File: config.mk
export PLATFORM = sky130hd
export DESIGN_NAME = visibility_record_order_compare_unit
export DESIGN_NICKNAME = d
export VERILOG_FILES = /design/src/hdl/vroc_pkg.sv /design/src/hdl/vroc_key_prep.sv /design/src/hdl/visibility_record_order_compare_unit.sv
export SDC_FILE = /design/constraint.sdc
export NUM_CORES = 1
export LEC_CHECK = 0
export BUFFER_PORTS_ARGS = -buffer_cell sky130_fd_sc_hd__buf_2
export CORE_MARGIN = 2
export CORE_UTILIZATION = 35
export DETAILED_ROUTE_END_ITERATION = 8
export GPL_TIMING_DRIVEN = 1
export PLACE_DENSITY = 0.56
export SLEW_MARGIN = 5
export SYNTH_ARGS = -nofsm -noshare
export SYNTH_HDL_FRONTEND = slang
export SYNTH_SLANG_ARGS = --single-unit
File: constraint.sdc
create_clock -name clk -period 12 [get_ports clk]
set_input_delay 1.8 -clock clk [delete_from_list [all_inputs] [get_ports clk]]
set_output_delay 1.8 -clock clk [all_outputs]
set_load 0.05 [all_outputs]
File: src/hdl/vroc_pkg.sv
// ----------------------------------------------------------------------------
// vroc_pkg
// Shared types, constants and helpers for the record order compare unit.
// ----------------------------------------------------------------------------
package vroc_pkg;

  // field widths
  localparam int DAY_W  = 17;
  localparam int SEC_W  = 37;
  localparam int BL_W   = 16;
  localparam int FREQ_W = 16;
  localparam int POL_W  = 8;

  // time key: day * 86400 * 2^20 + seconds, fits in 55 bits
  localparam int FRAC_BITS   = 20;
  localparam int TIME_W      = 55;
  localparam int DAY_SECONDS = 86400;

  // polarisation key arithmetic
  localparam int PW_W  = 3;
  localparam int PD_W  = 9;
  localparam logic signed [PD_W-1:0] POL_FIRST_SCALE = 9'sd10;
  localparam logic signed [PD_W-1:0] POL_AUTO_BIAS   = 9'sd100;

  // polarisation letters, ASCII
  localparam logic [POL_W-1:0] POL_R = 8'h52;
  localparam logic [POL_W-1:0] POL_L = 8'h4C;
  localparam logic [POL_W-1:0] POL_X = 8'h58;
  localparam logic [POL_W-1:0] POL_Y = 8'h59;

  // result codes
  typedef enum logic [1:0] {
    REL_BEFORE = 2'd0,
    REL_EQUAL  = 2'd1,
    REL_AFTER  = 2'd2
  } relation_t;

  typedef enum logic [2:0] {
    KEY_NONE     = 3'd0,
    KEY_TIME     = 3'd1,
    KEY_CROSS    = 3'd2,
    KEY_BASELINE = 3'd3,
    KEY_FREQ     = 3'd4,
    KEY_POL      = 3'd5
  } key_t;

  // prepared keys handed from the key stage to the decision stage
  typedef struct packed {
    logic [TIME_W-1:0] time_a;
    logic [TIME_W-1:0] time_b;
    logic              cross_a;
    logic              cross_b;
    logic              bl_lt;
    logic              bl_gt;
    logic              freq_lt;
    logic              freq_gt;
    logic              pol_lt;
    logic              pol_gt;
  } keys_t;

  // letter weight: R,L,X,Y map to 1..4, anything else to 0
  function automatic logic [PW_W-1:0] pol_weight(input logic [POL_W-1:0] letter);
    logic [PW_W-1:0] w;
    case (letter)
      POL_R:   w = 3'd1;
      POL_L:   w = 3'd2;
      POL_X:   w = 3'd3;
      POL_Y:   w = 3'd4;
      default: w = 3'd0;
    endcase
    return w;
  endfunction

  // a baseline divisible by 257 is an autocorrelation; 256 = -1 mod 257,
  // so hi*256 + lo is divisible exactly when the two bytes match
  function automatic logic is_cross(input logic [BL_W-1:0] bl);
    return bl[15:8] != bl[7:0];
  endfunction

endpackage

File: src/hdl/vroc_key_prep.sv
// ----------------------------------------------------------------------------
// vroc_key_prep
// Builds the sort keys of one registered header pair: the exact time keys,
// the cross/auto class and the per-key less/greater flags for the rest.
// ----------------------------------------------------------------------------
module vroc_key_prep
  import vroc_pkg::*;
(
  input  logic [DAY_W-1:0]  day_a,
  input  logic [SEC_W-1:0]  seconds_a,
  input  logic [BL_W-1:0]   baseline_a,
  input  logic [FREQ_W-1:0] freq_a,
  input  logic [POL_W-1:0]  pol_first_a,
  input  logic [POL_W-1:0]  pol_second_a,
  input  logic [DAY_W-1:0]  day_b,
  input  logic [SEC_W-1:0]  seconds_b,
  input  logic [BL_W-1:0]   baseline_b,
  input  logic [FREQ_W-1:0] freq_b,
  input  logic [POL_W-1:0]  pol_first_b,
  input  logic [POL_W-1:0]  pol_second_b,
  output keys_t             keys
);

  logic [TIME_W-1:0]        day_ticks_a;
  logic [TIME_W-1:0]        day_ticks_b;
  logic signed [PD_W-1:0]   w0a, w1a, w0b, w1b;
  logic signed [PD_W-1:0]   pol_diff;
  logic                     cross_a;

  // day offset in 2^-20 second ticks (constant multiply)
  assign day_ticks_a = (TIME_W'(day_a) * TIME_W'(DAY_SECONDS)) << FRAC_BITS;
  assign day_ticks_b = (TIME_W'(day_b) * TIME_W'(DAY_SECONDS)) << FRAC_BITS;

  // letter weights, widened to signed
  assign w0a = $signed(PD_W'(pol_weight(pol_first_a)));
  assign w1a = $signed(PD_W'(pol_weight(pol_second_a)));
  assign w0b = $signed(PD_W'(pol_weight(pol_first_b)));
  assign w1b = $signed(PD_W'(pol_weight(pol_second_b)));

  assign cross_a = is_cross(baseline_a);

  // polarisation difference, parallel hands of autocorrelations pulled forward
  always_comb begin
    pol_diff = POL_FIRST_SCALE * (w0a - w0b) + (w1a - w1b);
    if (!cross_a) begin
      if (pol_first_a == pol_second_a) pol_diff = pol_diff - POL_AUTO_BIAS;
      if (pol_first_b == pol_second_b) pol_diff = pol_diff + POL_AUTO_BIAS;
    end
  end

  // key bundle
  always_comb begin
    keys.time_a  = day_ticks_a + TIME_W'(seconds_a);
    keys.time_b  = day_ticks_b + TIME_W'(seconds_b);
    keys.cross_a = cross_a;
    keys.cross_b = is_cross(baseline_b);
    keys.bl_lt   = baseline_a < baseline_b;
    keys.bl_gt   = baseline_a > baseline_b;
    keys.freq_lt = freq_a < freq_b;
    keys.freq_gt = freq_a > freq_b;
    keys.pol_lt  = pol_diff < 0;
    keys.pol_gt  = pol_diff > 0;
  end

endmodule

File: src/hdl/visibility_record_order_compare_unit.sv
// ----------------------------------------------------------------------------
// visibility_record_order_compare_unit
// Sort order of two correlator record headers with the key that decided it.
// ----------------------------------------------------------------------------
// Three-stage pipeline: the header pair is registered, the keys are built in
// the middle stage (the day * 86400 * 2^20 constant multiply and seconds add
// sit here), and the last stage does the 55-bit time compare and the key
// priority select into the result register. One beat is accepted per cycle
// while in_stall is low; each beat passes the input, key and result registers
// in that order before its result is presented on the output. The pipeline
// stalls only as far back as a full stage whose successor cannot move.
module visibility_record_order_compare_unit
  import vroc_pkg::*;
(
  input  logic              clk,
  input  logic              rst_n,
  input  logic              in_valid,
  output logic              in_stall,
  input  logic [DAY_W-1:0]  in_day_a,
  input  logic [SEC_W-1:0]  in_seconds_a,
  input  logic [BL_W-1:0]   in_baseline_a,
  input  logic [FREQ_W-1:0] in_freq_a,
  input  logic [POL_W-1:0]  in_pol_first_a,
  input  logic [POL_W-1:0]  in_pol_second_a,
  input  logic [DAY_W-1:0]  in_day_b,
  input  logic [SEC_W-1:0]  in_seconds_b,
  input  logic [BL_W-1:0]   in_baseline_b,
  input  logic [FREQ_W-1:0] in_freq_b,
  input  logic [POL_W-1:0]  in_pol_first_b,
  input  logic [POL_W-1:0]  in_pol_second_b,
  output logic              out_valid,
  input  logic              out_stall,
  output logic [1:0]        out_relation,
  output logic [2:0]        out_deciding_key
);

  logic              in_v_r, key_v_r, res_v_r;
  logic              in_adv, key_adv, res_adv;

  logic [DAY_W-1:0]  day_a_r, day_b_r;
  logic [SEC_W-1:0]  seconds_a_r, seconds_b_r;
  logic [BL_W-1:0]   baseline_a_r, baseline_b_r;
  logic [FREQ_W-1:0] freq_a_r, freq_b_r;
  logic [POL_W-1:0]  pol_first_a_r, pol_second_a_r;
  logic [POL_W-1:0]  pol_first_b_r, pol_second_b_r;

  keys_t             keys_nxt, keys_r;
  relation_t         relation_nxt, relation_r;
  key_t              key_nxt, key_r;

  // stage advance: a stage loads when empty or when its content moves on
  assign res_adv  = !res_v_r || !out_stall;
  assign key_adv  = !key_v_r || res_adv;
  assign in_adv   = !in_v_r || key_adv;
  assign in_stall = !in_adv;

  // valid bits
  always_ff @(posedge clk) begin
    if (!rst_n) begin
      in_v_r  <= 1'b0;
      key_v_r <= 1'b0;
      res_v_r <= 1'b0;
    end else begin
      if (in_adv)  in_v_r  <= in_valid;
      if (key_adv) key_v_r <= in_v_r;
      if (res_adv) res_v_r <= key_v_r;
    end
  end

  // input header register
  always_ff @(posedge clk) begin
    if (in_adv && in_valid) begin
      day_a_r        <= in_day_a;
      seconds_a_r    <= in_seconds_a;
      baseline_a_r   <= in_baseline_a;
      freq_a_r       <= in_freq_a;
      pol_first_a_r  <= in_pol_first_a;
      pol_second_a_r <= in_pol_second_a;
      day_b_r        <= in_day_b;
      seconds_b_r    <= in_seconds_b;
      baseline_b_r   <= in_baseline_b;
      freq_b_r       <= in_freq_b;
      pol_first_b_r  <= in_pol_first_b;
      pol_second_b_r <= in_pol_second_b;
    end
  end

  // key build
  vroc_key_prep u_key_prep (
    .day_a        (day_a_r),
    .seconds_a    (seconds_a_r),
    .baseline_a   (baseline_a_r),
    .freq_a       (freq_a_r),
    .pol_first_a  (pol_first_a_r),
    .pol_second_a (pol_second_a_r),
    .day_b        (day_b_r),
    .seconds_b    (seconds_b_r),
    .baseline_b   (baseline_b_r),
    .freq_b       (freq_b_r),
    .pol_first_b  (pol_first_b_r),
    .pol_second_b (pol_second_b_r),
    .keys         (keys_nxt)
  );

  always_ff @(posedge clk) begin
    if (key_adv && in_v_r) keys_r <= keys_nxt;
  end

  // first differing key decides
  always_comb begin
    if (keys_r.time_a < keys_r.time_b) begin
      relation_nxt = REL_BEFORE;
      key_nxt      = KEY_TIME;
    end else if (keys_r.time_a > keys_r.time_b) begin
      relation_nxt = REL_AFTER;
      key_nxt      = KEY_TIME;
    end else if (keys_r.cross_a && !keys_r.cross_b) begin
      relation_nxt = REL_BEFORE;
      key_nxt      = KEY_CROSS;
    end else if (!keys_r.cross_a && keys_r.cross_b) begin
      relation_nxt = REL_AFTER;
      key_nxt      = KEY_CROSS;
    end else if (keys_r.bl_lt) begin
      relation_nxt = REL_BEFORE;
      key_nxt      = KEY_BASELINE;
    end else if (keys_r.bl_gt) begin
      relation_nxt = REL_AFTER;
      key_nxt      = KEY_BASELINE;
    end else if (keys_r.freq_lt) begin
      relation_nxt = REL_BEFORE;
      key_nxt      = KEY_FREQ;
    end else if (keys_r.freq_gt) begin
      relation_nxt = REL_AFTER;
      key_nxt      = KEY_FREQ;
    end else if (keys_r.pol_lt) begin
      relation_nxt = REL_BEFORE;
      key_nxt      = KEY_POL;
    end else if (keys_r.pol_gt) begin
      relation_nxt = REL_AFTER;
      key_nxt      = KEY_POL;
    end else begin
      relation_nxt = REL_EQUAL;
      key_nxt      = KEY_NONE;
    end
  end

  // result register
  always_ff @(posedge clk) begin
    if (res_adv && key_v_r) begin
      relation_r <= relation_nxt;
      key_r      <= key_nxt;
    end
  end

  assign out_valid        = res_v_r;
  assign out_relation     = relation_r;
  assign out_deciding_key = key_r;

`ifndef ASSERT_OFF
  // equal records and the none key go together
  a_equal_has_no_key: assert property (@(posedge clk) disable iff (!rst_n)
    (out_valid && out_relation == REL_EQUAL) |-> (out_deciding_key == KEY_NONE))
    else $error("equal result carries a deciding key");

  a_no_key_is_equal: assert property (@(posedge clk) disable iff (!rst_n)
    (out_valid && out_deciding_key == KEY_NONE) |-> (out_relation == REL_EQUAL))
    else $error("result without deciding key is not equal");

  // prepared flags are never both less and greater
  a_flags_exclusive: assert property (@(posedge clk) disable iff (!rst_n)
    key_v_r |-> (!(keys_r.bl_lt && keys_r.bl_gt) && !(keys_r.freq_lt && keys_r.freq_gt)
                 && !(keys_r.pol_lt && keys_r.pol_gt)))
    else $error("key flags report both less and greater");

  // an accepted beat lands in the input register
  a_accept_lands: assert property (@(posedge clk) disable iff (!rst_n)
    (in_valid && !in_stall) |=> in_v_r)
    else $error("accepted beat lost at input register");
`endif

endmodule

# == Word level (Yosys, flattened, before mapping) ==
# Cells that the tools add are included.
# classes
mux,25
magnitude_cmp,8
n_reduce_logical,18
eq_ne,20
addsub,7
multipliers,3
# ops
operator,count
== test 8 x 7 -> 1 bit (second input constant),16
adder 54 x 37 -> 55 bit,2
> comparator 55 bit,1
< comparator 55 bit,1
multiplier 17 x 10 -> 27 bit (second input constant),2
case mux 3 bit (4 select lines),4
2-to-1 mux 9 bit,4
> comparator 16 bit,2
< comparator 16 bit,2
2-to-1 mux 2 bit,13
== test 8 bit,2
inequality test 8 bit,2
2-to-1 mux 3 bit,4
adder 9 x 8 -> 9 bit (second input constant),1
adder 9 bit,1
> comparator 9 x 1 -> 1 bit (second input constant),1
< comparator 9 x 1 -> 1 bit (second input constant),1
multiplier 4 x 9 -> 8 bit (first input constant),1
OR reduction 9 bit,1
subtractor 9 x 8 -> 9 bit (second input constant),1
subtractor 3 x 3 -> 4 bit,2
logical NOT 1 bit,7
OR reduction 6 bit,1
logical AND 1 bit,5
other kinds (2),4
# totals
out_inout_bits,7
reg_bits,330
word_cells,110

# == Longest topological paths before layout ==
# depth
word_depth,12
depth_mapped,24

# == By module ==
# From an unflattened synthesis, not the netlist that was laid out.
# hier_totals
cells_unflattened,1857
hier_area_um2,21820.9
# by_module_without_submodules
mod,n_inst,seq_area_each_um2,cells_per_inst,area_each_um2
visibility_record_order_compare_unit,1,9879.5,558,11497.3
vroc_key_prep,1,0.0,1299,10323.7

# == Worst setup path before layout ==
# No wires, ideal clock.
# synth_path
path_kind,input to register
startpoint,input port out_stall
endpoint,"register baseline_a_r[0], enable pin"
setup_time_ps,791
n_path_buf,0
slack_ps,-89
path_stages,3
t_arrival_ps,11298
cell_sequence,and3_1 > and2_1 > nor2b_1
# synth_via
elab_chain_len,5
# synth_lines
item,line,rtl
from (decl),visibility_record_order_compare_unit.sv:32,"input logic out_stall,"
logical NOT 1 bit,visibility_record_order_compare_unit.sv:52,assign res_adv = !res_v_r || !out_stall;
logical OR 1 bit,visibility_record_order_compare_unit.sv:52,
logical OR 1 bit,visibility_record_order_compare_unit.sv:53,assign key_adv = !key_v_r || res_adv;
logical OR 1 bit,visibility_record_order_compare_unit.sv:54,assign in_adv = !in_v_r || key_adv;
logical AND 1 bit,visibility_record_order_compare_unit.sv:72,if (in_adv && in_valid) begin
to (signal assigned),visibility_record_order_compare_unit.sv:75,baseline_a_r <= in_baseline_a;
to (decl),visibility_record_order_compare_unit.sv:42,"logic [BL_W-1:0] baseline_a_r, baseline_b_r;"
# Every way passes these cells.
# A chain may end at the register's enable or synchronous reset.

==> metrics <==
status=finished, final reports clean; crit-path max FO=7; Post-Syn Area=22000 sq um; FP Rows=92; final WL=44900 um; DR DRC count=0; Critical Path End Type=register; CTS tree=yes; dpl ws=6.43 ns; worst min path class=register to register; First DRT Iteration DRCs=589; DR vias=14400; diode count=0; final net count=about 2700; Core Region=62600 sq um; worst vdd ir=0.128 mV; setup ws final=approximately 6.4 ns; asr flop ratio synth=0%; Routability Congestion=0.815; clk sinks=330; setup_tns=0 ns; clk_lat worst skew=0.57 ns; Area contributors post-synth=edfxtp_1, ha_1, fa_1; reg2reg start=day_a_r[6]$_DFFE_PP_; min-delay src=seconds_a_r[20]$_DFFE_PP_; Pwr Density=246 nW/um^2; Arr. time, crit path=between 5 and 6 ns; post-synth top area share=44.5%; Top FF cell, synth=edfxtp_1; total power=6.27 mW; largest net degree at the start of global routing=a little over 70; drt pass-1 iters=5; H-tree levels=2; Clock Tree Buf Depth=3; WS Path Type=register to register; Remaining Overflow, GRT=0; Post-Route Skew=0.0273 ns; EDFF count, synth=327; ANT nets after route=0; GRT Total Usage=14.2%; Netlist cell types=93; Worst-Margin Slew=0.985 ns; Finished Cell Area=25400 sq um; syn nets=between 2000 and 2500; share of cells above drive strength 1=14.7%; Rel. slew slack=34.4%; final period utilization=46.8%; WHS Path Cells=0; sequential area share after synthesis=between 40 and 50%; post-CTS setup buffer count=0; Setup-failing EPs final=0; Final Hold Fails=0; cell count after synthesis=~1900; Worst R2R Setup Slack=6.39 ns; Starting Density=35.2%; Area Growth Syn to Fin=15.4%; largest area contributor in the synthesized netlist=edfxtp_1; first-pass GRT wire length=about 74000 um; Multi-input gate area=~11000 sq um; Register Area=9880 sq um; clk root buf=clkbuf_16; Core Util, Final=between 40% and 50%; Post-DP HPWL=36000 um; Die Ht=255 um; Hold Crit Endpoint=keys_r[83]$_DFFE_PP_; WP data required=12.30 ns; Syn. warnings=0; Worst R2R End=keys_r[116]$_DFFE_PP_; fmax=178 MHz; PortBufs=214; cts hold-fix bufs=0; P_leak=11.5 nW; Reg2Reg Depth=19; number of max-cap violations=0; Synth Register Bits=330; area of the die=65000 sq um; vias in the first global route=15200; Max Slew Vio Count=0; FILL cells=6099; Inserted Clock Buffers=39; via-per-instance ratio=4.74; Routed wire per std cell=14.8 um; RSZ-0062 raised after global routing=no; # IOs=215; minimum clock period=about 5.6 ns; post-cts resize count=0; Die X-Extent=255 um; synth cell count leaders=inv_1, edfxtp_1, ha_1; Avg Cell Area, Syn=11.5 sq um; top-count cell post-synth=inv_1; CP startpoint kind=register; initial antenna violation count=1; Clock Pin Slew Worst Setup and Hold Paths=0.06 ns; cell area after placement=24200 sq um
registers in the layout, indices dropped and copies added, names as in the netlist:
signal / count
in_v_r: 1
seconds_b_r: 37
pol_second_b_r: 8
seconds_a_r: 37
day_a_r: 17
baseline_a_r: 16
pol_second_a_r: 8
day_b_r: 17
freq_b_r: 16
out_relation: 2
key_v_r: 1
baseline_b_r: 16
freq_a_r: 16
pol_first_b_r: 8
out_valid: 1
keys_r: 118
out_deciding_key: 3
pol_first_a_r: 8
kinds of logic (layout without fill, tap and decap cells):
logic type,Yosys count,in the layout,share of synthesized area (%)
and+or+nand+nor,378,378,9.11
DFF,330,330,44.8
muxes,4,4,0.187
adders and majority gates,376,376,23.9
buffers and inverters,370,643,6.37
xor gates and xnor gates,139,139,5.68
AOI/OAI and AO/OA,317,317,9.99
worst max-delay path: stages (launching register included):
cell and delay (ns):
edfxtp_1 0.49, ha_1 0.33, inv_1 0.05, fa_1 0.50, inv_1 0.05, fa_1 0.45, ha_1 0.29, inv_1 0.05
fa_1 0.49, inv_1 0.04, ha_1 0.38, a21oi_1 0.17, o21ai_1 0.44, nor3_1 0.09, a211o_1 0.30, a211oi_2 0.26
nand4_1 0.24, nor4b_2 0.40, nand4_1 0.17, xnor2_1 0.18
layer usage:
metal / global-route usage [%] / up-vias / wire [um]
li1: - / 7230 / -
met1: 17.5 / 6835 / 19800
met2: 24.9 / 252 / 21800
met3: 3.06 / 55 / 2410
met4: 3.79 / 2 / 912
met5: 0 / - / 13
worst max-delay path by stage:
stage | from | endpoint | slack (ns)
6_report | day_a_r[6]$_DFFE_PP_ | keys_r[116]$_DFFE_PP_ | 6.39
5_1_grt | day_b_r[3]$_DFFE_PP_ | keys_r[61]$_DFFE_PP_ | 6.00
4_1_cts | day_b_r[3]$_DFFE_PP_ | keys_r[59]$_DFFE_PP_ | 6.41
3_5_place_dp | day_b_r[3]$_DFFE_PP_ | keys_r[61]$_DFFE_PP_ | 6.43
3_3_place_gp | day_a_r[1]$_DFFE_PP_ | keys_r[114]$_DFFE_PP_ | 6.53
2_1_floorplan | out_stall | baseline_a_r[0]$_DFFE_PP_ | 3.82
where the power goes:
group          internal, mW  switching (mW)
sequential             1.56          0.0683
clock                 0.699           0.484
combinational          1.39            2.06
total                  3.65            2.62
stage by stage:
| step | hold WS (ns) | std cells |
|---|---|---|
| 2_1_floorplan | 0.400 | 1914 |
| 3_3_place_gp | 0.401 | 2962 |
| 3_5_place_dp | 0.405 | 2962 |
| 4_1_cts | 0.414 | 3033 |
| 5_1_grt | 0.418 | 3033 |
| 6_report | 0.414 | 3033 |
placed cells by master (no fill, tap or decap), drive strengths merged, types with 13 or more instances in the layout:
master,count
inv,354
edfxtp,327
ha,302
buf,220
nand2,84
nor2,83
a21oi,83
xnor2,76
fa,74
xor2,63
a21o,52
clkbuf,47
o21ai,46
nand3,38
nor3,30
nand4,29
o21a,27
nor2b,20
nor4,15
and2,14
a211oi,14
clkinv,14
and3,13
a31oi,13
o211ai,13
final cells by class:
cell class	count	area share, %
clock inverters	24	1.07
multi-input cells	1214	42.4
flip-flops and latches	330	38.8
repair buffers	220	4.39
inverters	352	5.19
clock buffers	47	3.99
well taps	846	4.16
No activity file was read; power rests on OpenSTA's default activity.
